<file path="src/design/ssmp_pkg.sv">
// Shared constants, operation and status codes, and pipeline control word type.
package ssmp_pkg;

  localparam int SUM_BITS           = 24;
  localparam int OP_BITS            = 2;
  localparam int STATUS_BITS        = 2;
  localparam int MAX_STEPS_DEF      = 256;
  localparam int WEIGHT_BITS_DEF    = 16;
  localparam int FRACTION_BITS_DEF  = 16;

  typedef enum logic [OP_BITS-1:0] {
    OP_LOAD   = 2'd0,
    OP_SAMPLE = 2'd1,
    OP_QUERY  = 2'd2,
    OP_NONE   = 2'd3
  } op_t;

  typedef enum logic [STATUS_BITS-1:0] {
    ST_OK    = 2'd0,
    ST_RANGE = 2'd1,
    ST_EMPTY = 2'd2,
    ST_FULL  = 2'd3
  } status_t;

  // Control word that travels along the cell chain with each item.
  typedef struct packed {
    logic    valid;
    op_t     op;
    status_t status;
  } ctl_t;

endpackage

</file>
<file path="src/design/ssmp_cell.sv">
// One chain cell: holds one running sum, serves the word passing through it.
module ssmp_cell #(
  parameter int CELL_INDEX    = 1,
  parameter int MAX_STEPS     = ssmp_pkg::MAX_STEPS_DEF,
  parameter int FRACTION_BITS = ssmp_pkg::FRACTION_BITS_DEF
) (
  input  logic                                         clk,
  input  logic                                         rst,
  input  logic                                         advance,
  input  ssmp_pkg::ctl_t                               ctl_in,
  input  logic [$clog2(MAX_STEPS+1)-1:0]               pos_in,
  input  logic [ssmp_pkg::SUM_BITS+FRACTION_BITS-1:0]  arg_in,
  input  logic [$clog2(MAX_STEPS)-1:0]                 chosen_in,
  input  logic [ssmp_pkg::SUM_BITS-1:0]                total_in,
  input  logic [$clog2(MAX_STEPS+1)-1:0]               count_in,
  output ssmp_pkg::ctl_t                               ctl_out,
  output logic [$clog2(MAX_STEPS+1)-1:0]               pos_out,
  output logic [ssmp_pkg::SUM_BITS+FRACTION_BITS-1:0]  arg_out,
  output logic [$clog2(MAX_STEPS)-1:0]                 chosen_out,
  output logic [ssmp_pkg::SUM_BITS-1:0]                total_out,
  output logic [$clog2(MAX_STEPS+1)-1:0]               count_out
);
  localparam int SB = ssmp_pkg::SUM_BITS;
  localparam int CW = $clog2(MAX_STEPS + 1);
  localparam int IW = $clog2(MAX_STEPS);
  localparam int TW = SB + FRACTION_BITS;
  localparam logic [CW-1:0] CELL_POS   = CW'(CELL_INDEX);
  localparam logic [IW-1:0] CELL_STEP  = IW'(CELL_INDEX);

  logic [SB-1:0] sum;
  logic [SB-1:0] sum_next;
  logic [TW-1:0] arg_next;
  logic [IW-1:0] chosen_next;

  always_comb begin
    sum_next    = sum;
    arg_next    = arg_in;
    chosen_next = chosen_in;
    if (ctl_in.valid) begin
      unique case (ctl_in.op)
        ssmp_pkg::OP_LOAD: begin
          if (pos_in == CELL_POS) sum_next = arg_in[SB-1:0];
        end
        ssmp_pkg::OP_SAMPLE: begin
          // Sums are monotone, so every passing cell lies below the first failing one.
          if (CELL_POS < pos_in && {sum, {FRACTION_BITS{1'b0}}} <= arg_in) begin
            chosen_next = CELL_STEP;
          end
        end
        ssmp_pkg::OP_QUERY: begin
          // Capture the lower sum, then take the difference one cell further.
          if (pos_in == CELL_POS) begin
            arg_next = TW'(sum);
          end else if (pos_in + CW'(1) == CELL_POS) begin
            arg_next = TW'(sum - arg_in[SB-1:0]);
          end
        end
        ssmp_pkg::OP_NONE: begin
        end
        default: begin
        end
      endcase
    end
  end

  always_ff @(posedge clk) begin
    if (rst) begin
      ctl_out <= '0;
    end else if (advance) begin
      ctl_out <= ctl_in;
    end
  end

  always_ff @(posedge clk) begin
    if (advance) begin
      sum        <= sum_next;
      pos_out    <= pos_in;
      arg_out    <= arg_next;
      chosen_out <= chosen_next;
      total_out  <= total_in;
      count_out  <= count_in;
    end
  end

endmodule

</file>
<file path="config.mk">
export PLATFORM = sky130hd
export DESIGN_NAME = ssmp_cell
export DESIGN_NICKNAME = d
export VERILOG_FILES = /design/src/design/ssmp_pkg.sv /design/src/design/ssmp_cell.sv
export SDC_FILE = /design/constraint.sdc
export NUM_CORES = 1
export LEC_CHECK = 0
export ABC_AREA = 1
export BUFFER_PORTS_ARGS = -buffer_cell sky130_fd_sc_hd__buf_2
export CORE_UTILIZATION = 45
export CTS_CLUSTER_SIZE = 12
export DETAILED_ROUTE_END_ITERATION = 8
export GPL_ROUTABILITY_DRIVEN = 0
export GPL_TIMING_DRIVEN = 1
export PLACE_DENSITY = 0.74
export SYNTH_ARGS = -nofsm -noshare
export SYNTH_HDL_FRONTEND = slang
export SYNTH_SLANG_ARGS = --single-unit
</file>
<file path="constraint.sdc">
create_clock -name clk -period 6.28 [get_ports clk]
set_input_delay 0.628 -clock clk [delete_from_list [all_inputs] [get_ports clk]]
set_output_delay 0.628 -clock clk [all_outputs]
set_load 0.1 [all_outputs]
</file>
==> run_results.csv <==
group,metric,value,unit
run_status,status,"finished, final reports clean",
routing,wl_met3,1220,um
cells_and_area,fillers,1355,
yosys,synth-edff-count,114,
routing,ant_nets,0,
yosys,netlist_instances,762,
routing,dr.first_iter.drc_count,430,
placed_design,dp_hpwl,13500,um
min_path,min_to,"total_out[21]",
routing,drt-total-wl,17800,um
yosys,syn_avg_cell_area,9.11,sq um
floorplanning,rows,45,
floorplanning,die_width,126,um
min_path,hold_depth,1,
routing,met1_length,7770,um
yosys,ys.flop_type,"edfxtp_1",
cells_and_area,areaGrowthSynthToFinish,25.1,%
yosys,yosysTopAreaCell,"edfxtp_1",
cells_and_area,drive_gt1_share,27.9,%
timing,tns,0,ns
cells_and_area,fin_util,57.3,%
routing,wl_per_cell,15.2,um
power_and_ir_drop,p_int,1.59,mW
setup_path,slowest_stage,"fa_1",
routing,route.detailed.drc,0,
yosys,synth.top_cells.by_area,"edfxtp_1, nand2_1, ha_1",
floorplanning,initial_utilization,45.8,%
yosys,synthDistinctLibCells,44,
cells_and_area,finish.net_count,1112,
setup_path,cp.arrival,2.63,ns
cts,cts_max_path_buffers,2,
timing,grt_setup_unrepaired,"no",
floorplanning,fp.coreArea,15100,sq um
timing,clock.fmax,0.404,GHz
power_and_ir_drop,p_sw,893,uW
cts,clockRootBuffer,"clkbuf_16",
setup_path,cp_max_fo,16,
routing,wl_met2,8520,um
grt,overflow,0,
min_path,hold_path_startpoint,"total_in[21]",
timing,fin_crit_sh,39.4,%
power_and_ir_drop,comb_power_share,23.9,%
yosys,synth_warnings,0,
yosys,ys_seq_area_share,50.7,%
grt,grt_max_degree,78,
power_and_ir_drop,cellPowerDensity,286,nW/um^2
cells_and_area,insertedDiodeCount,0,
cts,postCtsSetupBuffers,0,
routing,top_layer,"met4",
setup_path,rrSetupSlack,3.80,ns
timing,finalSetupViolCount,0,
cts,path_clk_slew,0.06,ns
yosys,yosysMostFrequentCell,"nand2_1",
yosys,syn_area,6940,sq um
routing,first_pass_iters,5,
setup_path,r2r_end,"arg_out[25]",
min_path,hold_class,"input port to flip-flop",
power_and_ir_drop,pwr-share-seq,37.8,%
timing,slew_violations,0,
setup_path,slowest_delay,0.41,ns
timing,tightest_slew,0.927,ns
setup_path,reg2reg_from,"sum[0]",
yosys,ys_async_sr_fraction,0,%
timing,fin_crit,2.48,ns
cts,cts_tree,"done",
power_and_ir_drop,irDropWorstVdd,180,uV
setup_path,critPathCaptureType,"flip-flop",
grt,antenna_found_initial,0,
run,drv_cap,0,
yosys,synthesis.nets,909,
floorplanning,io_pins,193,
power_and_ir_drop,power_frac_clock,38.3,%
cts,clk_latency,0.42,ns
timing,timing_hold_violations_final,0,
cells_and_area,multi_input_area,2930,sq um
cts,cts_made_buffers,17,
yosys,synth.top_cell.area_share,49.3,%
grt,grt_usage,23.4,%
placed_design,io_buffer_count,192,
yosys,ys_top_cells_by_count,"nand2_1, edfxtp_1, inv_1, a21oi_1, ha_1",
setup_path,required,6.44,ns
floorplanning,chipHeight,126,um
setup_path,r2r_cells,15,
setup_path,critPathLaunchType,"flip-flop",
floorplanning,dieArea,15900,sq um
setup_path,critical_path_class,"flip-flop to flip-flop",
cts,cts_hold_buffers,0,
cells_and_area,area.sequential,3520,sq um
timing,relSlewSlack,38.2,%
timing,skew,0.00572,ns
cts,cts_resized,0,
routing,via_count,6066,
grt,grt_pass1_vias,5740,
power_and_ir_drop,swShare,36.0,%
cts,cts.sinks,119,
setup_path,path_cells,"inv_1 -> ha_1 -> fa_1 -> inv_1 -> nand3_1 -> nand3_2 -> nand3_2 -> nand2_4 -> nand2_2 -> nand2_2 -> nand3_2 -> nand2_2 -> nand2_4 -> nand2_1 -> o21ai_0",
power_and_ir_drop,p_total,2.48,mW
cts,cts_htree_levels,4,
grt,grt_pass1_wl,29000,um
yosys,synth-seq-cells,119,
power_and_ir_drop,power.leakage,4.06,nW
routing,viasPerCell,5.20,
## power by group through the flow
| stage | clock network (mW) | logic (mW) | registers, mW |
|---|---|---|---|
| after floorplan | 0 | 0.109 | 1.32 |
| after global placement | 0 | 0.587 | 0.954 |
| after detailed placement | 0 | 0.591 | 0.955 |
| after CTS | 0.965 | 0.592 | 0.939 |
| after global routing | 1.00 | 0.623 | 0.943 |
| final | 0.950 | 0.592 | 0.938 |
## critical path: cells and delay by family (launching register included)
kind	cells	cell delay, ns
and+or+nand+nor	10	0.94
AOI/OAI and AO/OA	1	0.08
buffers and inverters	2	0.16
adders and majority gates	2	0.63
DFF	1	0.39
## per-stage QoR
stage | worst slack (ns) | cell area (sq um) | hold slack, ns | std cells
6_report | 3.80 | 8680 | 0.376 | 1166
5_1_grt | 3.61 | 8680 | 0.357 | 1166
4_1_cts | 3.82 | 8680 | 0.362 | 1166
3_5_place_dp | 3.49 | 8100 | 0.453 | 1134
3_3_place_gp | 3.57 | 8100 | 0.446 | 1134
2_1_floorplan | 2.42 | 6940 | 0.592 | 762
## layer usage
layer | vias to the layer above | GRT usage, %
met5 | - | 0
met4 | 0 | 8.22
met3 | 22 | 5.35
met2 | 222 | 39.2
met1 | 2802 | 29.9
li1 | 3020 | -
## layout make-up
type / count / area share (%)
multi-input combinational: 521 / 33.8
inverter: 110 / 4.81
clock inverter: 15 / 1.79
sequential: 119 / 40.6
tap: 188 / 2.71
clock buffer: 17 / 4.90
timing repair buffer: 196 / 11.4
## kinds of logic after synthesis
| family | after synthesis | share of synthesized area, % |
|---|---|---|
| XOR/XNOR | 3 | 0.379 |
| adder cells (fa/ha/maj) | 49 | 8.94 |
| AO/OA/AOI/OAI | 136 | 11.4 |
| AND/OR/NAND/NOR | 333 | 21.5 |
| buffers and inverters | 122 | 7.08 |
| flip-flops | 119 | 50.7 |
## sequential cells by signal, indices dropped and copies added, names as in the netlist
| signal | cells |
|---|---|
| chosen_out | 8 |
| count_out | 9 |
| pos_out | 9 |
| ctl_out | 5 |
| total_out | 24 |
| arg_out | 40 |
| sum | 24 |
## worst max path at each step
| stage | slack, ns | start | endpoint |
|---|---|---|---|
| after floorplan | 2.42 | pos_in[7] | sum[0] |
| after global placement | 3.57 | arg_in[0] | arg_out[26] |
| after detailed placement | 3.49 | arg_in[0] | arg_out[26] |
| after CTS | 3.82 | sum[0] | arg_out[26] |
| after global routing | 3.61 | sum[0] | arg_out[26] |
| final | 3.80 | sum[0] | arg_out[25] |
## cells in the final DEF, fill, tap and decap left out, types with 6 or more instances in the layout
master     count
nand2_1      191
buf_2        191
edfxtp_1     114
inv_1        104
a21oi_1       68
ha_1          48
nor2_1        44
nand3_1       36
o21ai_0       23
nand2_2       17
clkbuf_16     17
nand4_1       13
o21ai_1        8
a221oi_1       7
a21boi_0       7
inv_6          7
o21ai_2        6
nand3b_1       6
Power figures use the tool's default switching activity.
