### src/design/ssmp_pkg.sv
// Shared constants, operation and status codes, and pipeline control word type.
package ssmp_pkg;

  localparam int SUM_BITS           = 24;
  localparam int OP_BITS            = 2;
  localparam int STATUS_BITS        = 2;
  localparam int MAX_STEPS_DEF      = 256;
  localparam int WEIGHT_BITS_DEF    = 16;
  localparam int FRACTION_BITS_DEF  = 16;

  typedef enum logic [OP_BITS-1:0] {
    OP_LOAD   = 2'd0,
    OP_SAMPLE = 2'd1,
    OP_QUERY  = 2'd2,
    OP_NONE   = 2'd3
  } op_t;

  typedef enum logic [STATUS_BITS-1:0] {
    ST_OK    = 2'd0,
    ST_RANGE = 2'd1,
    ST_EMPTY = 2'd2,
    ST_FULL  = 2'd3
  } status_t;

  // Control word that travels along the cell chain with each item.
  typedef struct packed {
    logic    valid;
    op_t     op;
    status_t status;
  } ctl_t;

endpackage

### src/design/ssmp_req_if.sv
// Request channel: valid/ready handshake carrying one input word.
interface ssmp_req_if #(
  parameter int WEIGHT_BITS   = ssmp_pkg::WEIGHT_BITS_DEF,
  parameter int FRACTION_BITS = ssmp_pkg::FRACTION_BITS_DEF,
  parameter int INDEX_BITS    = $clog2(ssmp_pkg::MAX_STEPS_DEF)
);
  logic                         valid;
  logic                         ready;
  logic [ssmp_pkg::OP_BITS-1:0] operation;
  logic [WEIGHT_BITS-1:0]       weight;
  logic                         last;
  logic [FRACTION_BITS-1:0]     random_fraction;
  logic [INDEX_BITS-1:0]        query_index;

  modport source (
    output valid, operation, weight, last, random_fraction, query_index,
    input  ready
  );
  modport sink (
    input  valid, operation, weight, last, random_fraction, query_index,
    output ready
  );
endinterface

### src/design/ssmp_head.sv
// Head stage: accepts request words, keeps total/count/complete, seeds the cell chain.
module ssmp_head #(
  parameter int MAX_STEPS     = ssmp_pkg::MAX_STEPS_DEF,
  parameter int WEIGHT_BITS   = ssmp_pkg::WEIGHT_BITS_DEF,
  parameter int FRACTION_BITS = ssmp_pkg::FRACTION_BITS_DEF
) (
  input  logic                                       clk,
  input  logic                                       rst,
  input  logic                                       advance,
  ssmp_req_if.sink                                   req,
  output ssmp_pkg::ctl_t                             ctl_out,
  output logic [$clog2(MAX_STEPS+1)-1:0]             pos_out,
  output logic [ssmp_pkg::SUM_BITS+FRACTION_BITS-1:0] arg_out,
  output logic [ssmp_pkg::SUM_BITS-1:0]              total_out,
  output logic [$clog2(MAX_STEPS+1)-1:0]             count_out
);
  localparam int SB = ssmp_pkg::SUM_BITS;
  localparam int CW = $clog2(MAX_STEPS + 1);
  localparam int IW = $clog2(MAX_STEPS);
  localparam int TW = SB + FRACTION_BITS;
  localparam int AW = (SB > WEIGHT_BITS) ? SB + 1 : WEIGHT_BITS + 1;
  localparam logic [CW-1:0] FULL_COUNT = CW'(MAX_STEPS);

  logic [SB-1:0] total;
  logic [CW-1:0] count;
  logic          complete;

  logic [SB-1:0] total_next;
  logic [CW-1:0] count_next;
  logic          complete_next;

  ssmp_pkg::ctl_t     ctl_next;
  logic [CW-1:0]      pos_next;
  logic [TW-1:0]      arg_next;
  logic               accept;
  ssmp_pkg::op_t      op;
  logic [SB-1:0]      total_base;
  logic [CW-1:0]      count_base;
  logic [AW-1:0]      load_sum;
  logic [TW-1:0]      product;
  logic [WEIGHT_BITS-1:0]   weight_in;
  logic [FRACTION_BITS-1:0] fraction_in;
  logic [IW-1:0]            index_in;

  // Hold off the sender while reset is applied.
  assign req.ready   = advance && !rst;
  assign accept      = req.valid && req.ready;
  assign op          = ssmp_pkg::op_t'(req.operation);
  assign weight_in   = WEIGHT_BITS'(req.weight);
  assign fraction_in = FRACTION_BITS'(req.random_fraction);
  assign index_in    = IW'(req.query_index);

  // A load after a completed table restarts it.
  assign total_base = complete ? '0 : total;
  assign count_base = complete ? '0 : count;
  assign load_sum   = AW'(total_base) + AW'(weight_in);
  assign product    = TW'(fraction_in) * TW'(total);

  always_comb begin
    ctl_next      = '{valid: 1'b1, op: ssmp_pkg::OP_NONE, status: ssmp_pkg::ST_OK};
    pos_next      = '0;
    arg_next      = '0;
    total_next    = total;
    count_next    = count;
    complete_next = complete;
    unique case (op)
      ssmp_pkg::OP_LOAD: begin
        complete_next = req.last;
        total_next    = total_base;
        count_next    = count_base;
        if (count_base == FULL_COUNT || load_sum[AW-1:SB] != '0) begin
          ctl_next.status = ssmp_pkg::ST_FULL;
        end else begin
          ctl_next.op = ssmp_pkg::OP_LOAD;
          total_next  = load_sum[SB-1:0];
          count_next  = count_base + CW'(1);
          pos_next    = count_base + CW'(1);
          arg_next    = TW'(load_sum[SB-1:0]);
        end
      end
      ssmp_pkg::OP_SAMPLE: begin
        if (count == '0 || total == '0) begin
          ctl_next.status = ssmp_pkg::ST_EMPTY;
        end else begin
          ctl_next.op = ssmp_pkg::OP_SAMPLE;
          pos_next    = count;
          arg_next    = product;
        end
      end
      ssmp_pkg::OP_QUERY: begin
        if (CW'(index_in) >= count) begin
          ctl_next.status = ssmp_pkg::ST_RANGE;
        end else begin
          ctl_next.op = ssmp_pkg::OP_QUERY;
          pos_next    = CW'(index_in);
        end
      end
      ssmp_pkg::OP_NONE: begin
      end
      default: begin
      end
    endcase
  end

  always_ff @(posedge clk) begin
    if (rst) begin
      total    <= '0;
      count    <= '0;
      complete <= 1'b1;
      ctl_out  <= '0;
    end else if (advance) begin
      ctl_out <= accept ? ctl_next : '0;
      if (accept) begin
        total    <= total_next;
        count    <= count_next;
        complete <= complete_next;
      end
    end
  end

  always_ff @(posedge clk) begin
    if (advance) begin
      pos_out   <= pos_next;
      arg_out   <= arg_next;
      total_out <= total_next;
      count_out <= count_next;
    end
  end

endmodule

### src/flat_wrapper.sv
// flat-port wrapper written by rule: the top's interface ports become plain ports
module ssmp_head_flat 
#(
  parameter int MAX_STEPS     = ssmp_pkg::MAX_STEPS_DEF,
  parameter int WEIGHT_BITS   = ssmp_pkg::WEIGHT_BITS_DEF,
  parameter int FRACTION_BITS = ssmp_pkg::FRACTION_BITS_DEF
)
  (clk, rst, advance, ctl_out, pos_out, arg_out, total_out, count_out, req_valid, req_operation, req_weight, req_last, req_random_fraction, req_query_index, req_ready);
  ssmp_req_if #(.WEIGHT_BITS(WEIGHT_BITS), .FRACTION_BITS(FRACTION_BITS)) req_i ();
  input  logic clk;
  input  logic rst;
  input  logic advance;
  output ssmp_pkg::ctl_t ctl_out;
  output logic [$clog2(MAX_STEPS+1)-1:0] pos_out;
  output logic [ssmp_pkg::SUM_BITS+FRACTION_BITS-1:0] arg_out;
  output logic [ssmp_pkg::SUM_BITS-1:0] total_out;
  output logic [$clog2(MAX_STEPS+1)-1:0] count_out;
  input wire logic [$bits(req_i.valid)-1:0] req_valid;
  input wire logic [$bits(req_i.operation)-1:0] req_operation;
  input wire logic [$bits(req_i.weight)-1:0] req_weight;
  input wire logic [$bits(req_i.last)-1:0] req_last;
  input wire logic [$bits(req_i.random_fraction)-1:0] req_random_fraction;
  input wire logic [$bits(req_i.query_index)-1:0] req_query_index;
  output wire logic [$bits(req_i.ready)-1:0] req_ready;
  assign req_i.valid = req_valid;
  assign req_i.operation = req_operation;
  assign req_i.weight = req_weight;
  assign req_i.last = req_last;
  assign req_i.random_fraction = req_random_fraction;
  assign req_i.query_index = req_query_index;
  assign req_ready = req_i.ready;
  ssmp_head #(.MAX_STEPS(MAX_STEPS), .WEIGHT_BITS(WEIGHT_BITS), .FRACTION_BITS(FRACTION_BITS)) u_core (.clk(clk), .rst(rst), .advance(advance), .req(req_i), .ctl_out(ctl_out), .pos_out(pos_out), .arg_out(arg_out), .total_out(total_out), .count_out(count_out));
endmodule
### config.mk
export PLATFORM = sky130hd
export DESIGN_NAME = ssmp_head_flat
export DESIGN_NICKNAME = d
export VERILOG_FILES = /design/src/design/ssmp_pkg.sv /design/src/design/ssmp_req_if.sv /design/src/design/ssmp_head.sv /design/src/flat_wrapper.sv
export SDC_FILE = /design/constraint.sdc
export NUM_CORES = 1
export LEC_CHECK = 0
export BUFFER_PORTS_ARGS = -buffer_cell sky130_fd_sc_hd__buf_2
export CAP_MARGIN = 20
export CORE_ASPECT_RATIO = 1.5
export CORE_MARGIN = 4
export CORE_UTILIZATION = 60
export CTS_CLUSTER_DIAMETER = 50
export DETAILED_ROUTE_END_ITERATION = 6
export GPL_ROUTABILITY_DRIVEN = 0
export HOLD_SLACK_MARGIN = 0.06
export PLACE_DENSITY = 0.79
export SYNTH_ARGS = -nofsm -noshare
export SYNTH_HDL_FRONTEND = slang
export SYNTH_SLANG_ARGS = --single-unit
### constraint.sdc
create_clock -name clk -period 9 [get_ports clk]
set_input_delay 0.45 -clock clk [delete_from_list [all_inputs] [get_ports clk]]
set_output_delay 0.45 -clock clk [all_outputs]
set_load 0.02 [all_outputs]
==> results.json <==
{
  "synth.net_count": 2608,
  "most-common-layout-cells": "inv_1, nand2_1, fa_1",
  "yosysWarnings": 0,
  "grt_overflow": 0,
  "cts_resized": 0,
  "critPathKind": "reg -> reg",
  "ys_async_sr_fraction": 0,
  "rrSetupSlack_ps": 2090,
  "fin_setup_tns_ps": 0,
  "synth_area_leaders": "fa_1, edfxtp_1, ha_1",
  "final_common_cell": "inv_1",
  "r2r-start": "u_core.total[15]$_SDFFE_PP0P_",
  "hp-class": "in -> reg",
  "area_growth_pct": 7.36,
  "whs_ps": 348,
  "num-fill-cells": 2536,
  "startpoint_type": "flip-flop",
  "wirelength_mm": 52.9,
  "min_from": "req_valid",
  "grt_pass1_vias": 16700,
  "outcome": "finished clean",
  "layout-drive-gt1-share": 0.0960,
  "critPathRequiredTime_ps": 9150,
  "crit_fanout": 20,
  "yosysTopAreaCellShare": 0.326,
  "grt_max_degree": 54,
  "peakVddDrop_v": 0.000132,
  "reg2reg_depth": 19,
  "drc": 0,
  "cpPeakStageDelay_ps": 950,
  "path_common_cell": "fa_1",
  "clock_latency_ps": 430,
  "ys_ff_latch": 121,
  "dpl.hpwl_mm": 40.8,
  "fp.dieW_um": 153,
  "clock-root-buffer": "clkbuf_16",
  "worst-path-stages": 19,
  "yosysTopAreaCell": "fa_1",
  "slew_headroom": 0.301,
  "postSynthAreaPerCell_um2": 8.92,
  "post_cts_buffers": 0,
  "finClkSkew_ps": 9.14,
  "syn_area_um2": 18900,
  "drtIter0Drc": 1209,
  "num_rows": 79,
  "nNetsFinal": 2658,
  "hold_depth": 3,
  "hold-path-endpoint": "u_core.ctl_out[4]$_SDFFE_PP0P_",
  "wl_per_cell_um": 20.5,
  "vias": 15600,
  "worstPathCellList": "nand2_1 -> fa_1 -> fa_1 -> fa_1 -> inv_1 -> fa_1 -> fa_1 -> inv_1 -> fa_1 -> inv_1 -> ha_1 -> a21oi_1 -> o211ai_1 -> nor3_1 -> or3b_1 -> a31oi_1 -> o21ai_0 -> xnor2_1 -> nor2_1",
  "cts_hold_buf": 0,
  "htree_num_levels": 4,
  "total_power_w": 0.00162,
  "cts_buffers": 17,
  "ys_types": 76,
  "path_buf_inv": 3,
  "cts_buffer_depth": 2,
  "p_per_area_nw_per_um2": 80.1,
  "drv_slew": 0,
  "synth_edf_count": 82,
  "max_freq_mhz": 145,
  "p_leak_nw": 9.75,
  "grt_pass1_wl_mm": 85.8,
  "grt_antenna_before_repair": 2,
  "yosysSeqAreaShare": 0.172,
  "arrival_ps": 7060,
  "core_um2": 31000,
  "period_minus_slack_ps": 6910,
  "drt-pass1-iter-count": 6,
  "critPathTopFamily": "adder cells",
  "worstMarginPinSlew_ps": 1050,
  "port_buffers": 134,
  "initial_core_util": 0.608,
  "clk_transition_reported_paths_ps": 60,
  "final_hold_viol_count": 0,
  "die_h_um": 225,
  "setup_violations": 0,
  "grt_usage": 0.315,
  "rsz0062_at_grt": "no",
  "r2r-end": "u_core.arg_out[36]$_DFFE_PP_",
  "cts_tree": "done",
  "post_drt_via_cell_ratio": 6.05,
  "cp_slowest_cell": "dfxtp_1",
  "cts_sinks": 121,
  "fin_crit_sh": 0.768,
  "dieArea_um2": 34400,
  "ant_nets": 0,
  "io_pins": 135,
  "cap_violations": 0,
  "synth-main-ff-cell": "edfxtp_1",
  "syn_inst": 2115,
  "crit_path_end_kind": "flip-flop"
}
[power by group]
part / total [W] / switching (W) / internal [W]
registers: 0.000629 / 0.0000144 / 0.000614
clock network: 0.000661 / 0.000276 / 0.000384
logic: 0.000334 / 0.000225 / 0.000110
[logic make-up (layout without fill, tap and decap cells)]
kind of cell               after synthesis  count (layout)  synth area share
other                                    0               2                 0
adders and majority gates              446             446             0.418
and+or+nand+nor                        706             706             0.182
AOI/OAI and AO/OA                      287             287             0.100
buffers and inverters                  501             564             0.102
DFF                                    121             121             0.172
muxes                                    7               7           0.00404
xor gates and xnor gates                47              47            0.0218
[synthesized netlist by cell type, types with 12 or more instances]
cell,instances
inv_1,380
nand2_1,348
fa_1,307
and2_1,157
ha_1,139
clkbuf_1,101
edfxtp_1,82
a21oi_1,67
nor2_1,61
o21ai_0,60
dfxtp_1,39
a21o_1,36
nand3_1,28
xnor2_1,28
nor2b_1,22
xor2_1,19
nor3_1,14
o22ai_1,13
a22o_1,12
and3_1,12
[layer usage]
| metal | global-route usage | part of all wire |
|---|---|---|
| met1 | 0.349 | 0.33 |
| met2 | 0.563 | 0.51 |
| met3 | 0.0403 | 0.076 |
| met4 | 0.218 | 0.084 |
| met5 | 0 | 0 |
[tightest hold or removal path: stages]
cell and delay, ps:
buf_2 110, mux2i_1 70, nor2_1 100
[worst max-delay path by stage]
stage | start | end | slack (ps)
after floorplan | u_core.total[21]$_SDFFE_PP0P_ | u_core.arg_out[33]$_DFFE_PP_ | 2790
after global placement | u_core.total[15]$_SDFFE_PP0P_ | u_core.arg_out[21]$_DFFE_PP_ | 2360
after detailed placement | u_core.total[13]$_SDFFE_PP0P_ | u_core.arg_out[27]$_DFFE_PP_ | 2180
after CTS | u_core.total[13]$_SDFFE_PP0P_ | u_core.arg_out[27]$_DFFE_PP_ | 2170
after global routing | u_core.total[15]$_SDFFE_PP0P_ | u_core.arg_out[27]$_DFFE_PP_ | 1770
final | u_core.total[15]$_SDFFE_PP0P_ | u_core.arg_out[36]$_DFFE_PP_ | 2090
[layout make-up]
cell class / count / area (um^2) / area share
Multi-Input combinational cell: 1493 / 13700 / 0.676
Sequential cell: 121 / 3240 / 0.160
Inverter: 380 / 1430 / 0.0704
Timing Repair Buffer: 152 / 808 / 0.0399
Tap cell: 405 / 507 / 0.0250
Clock buffer: 17 / 425 / 0.0210
Clock inverter: 15 / 141 / 0.00698
Antenna cell: 2 / 5.00 / 0.000247
[stage by stage]
stage          utilization  area [um^2]  instances  setup WS (ps)
6_report             0.653        20300       2585           2090
4_1_cts              0.653        20300       2583           2170
2_1_floorplan            -        18900       2115           2790
5_1_grt              0.653        20300       2585           1770
3_3_place_gp         0.634        19700       2551           2360
3_5_place_dp         0.634        19700       2551           2180
[registers in the layout, indices dropped and copies added (netlist names)]
name	count
u_core.count	9
u_core.arg_out	40
u_core.ctl_out	5
u_core.complete	1
u_core.total_out	24
u_core.count_out	9
u_core.total	24
u_core.pos_out	9
(Power assumes the default switching activity.)
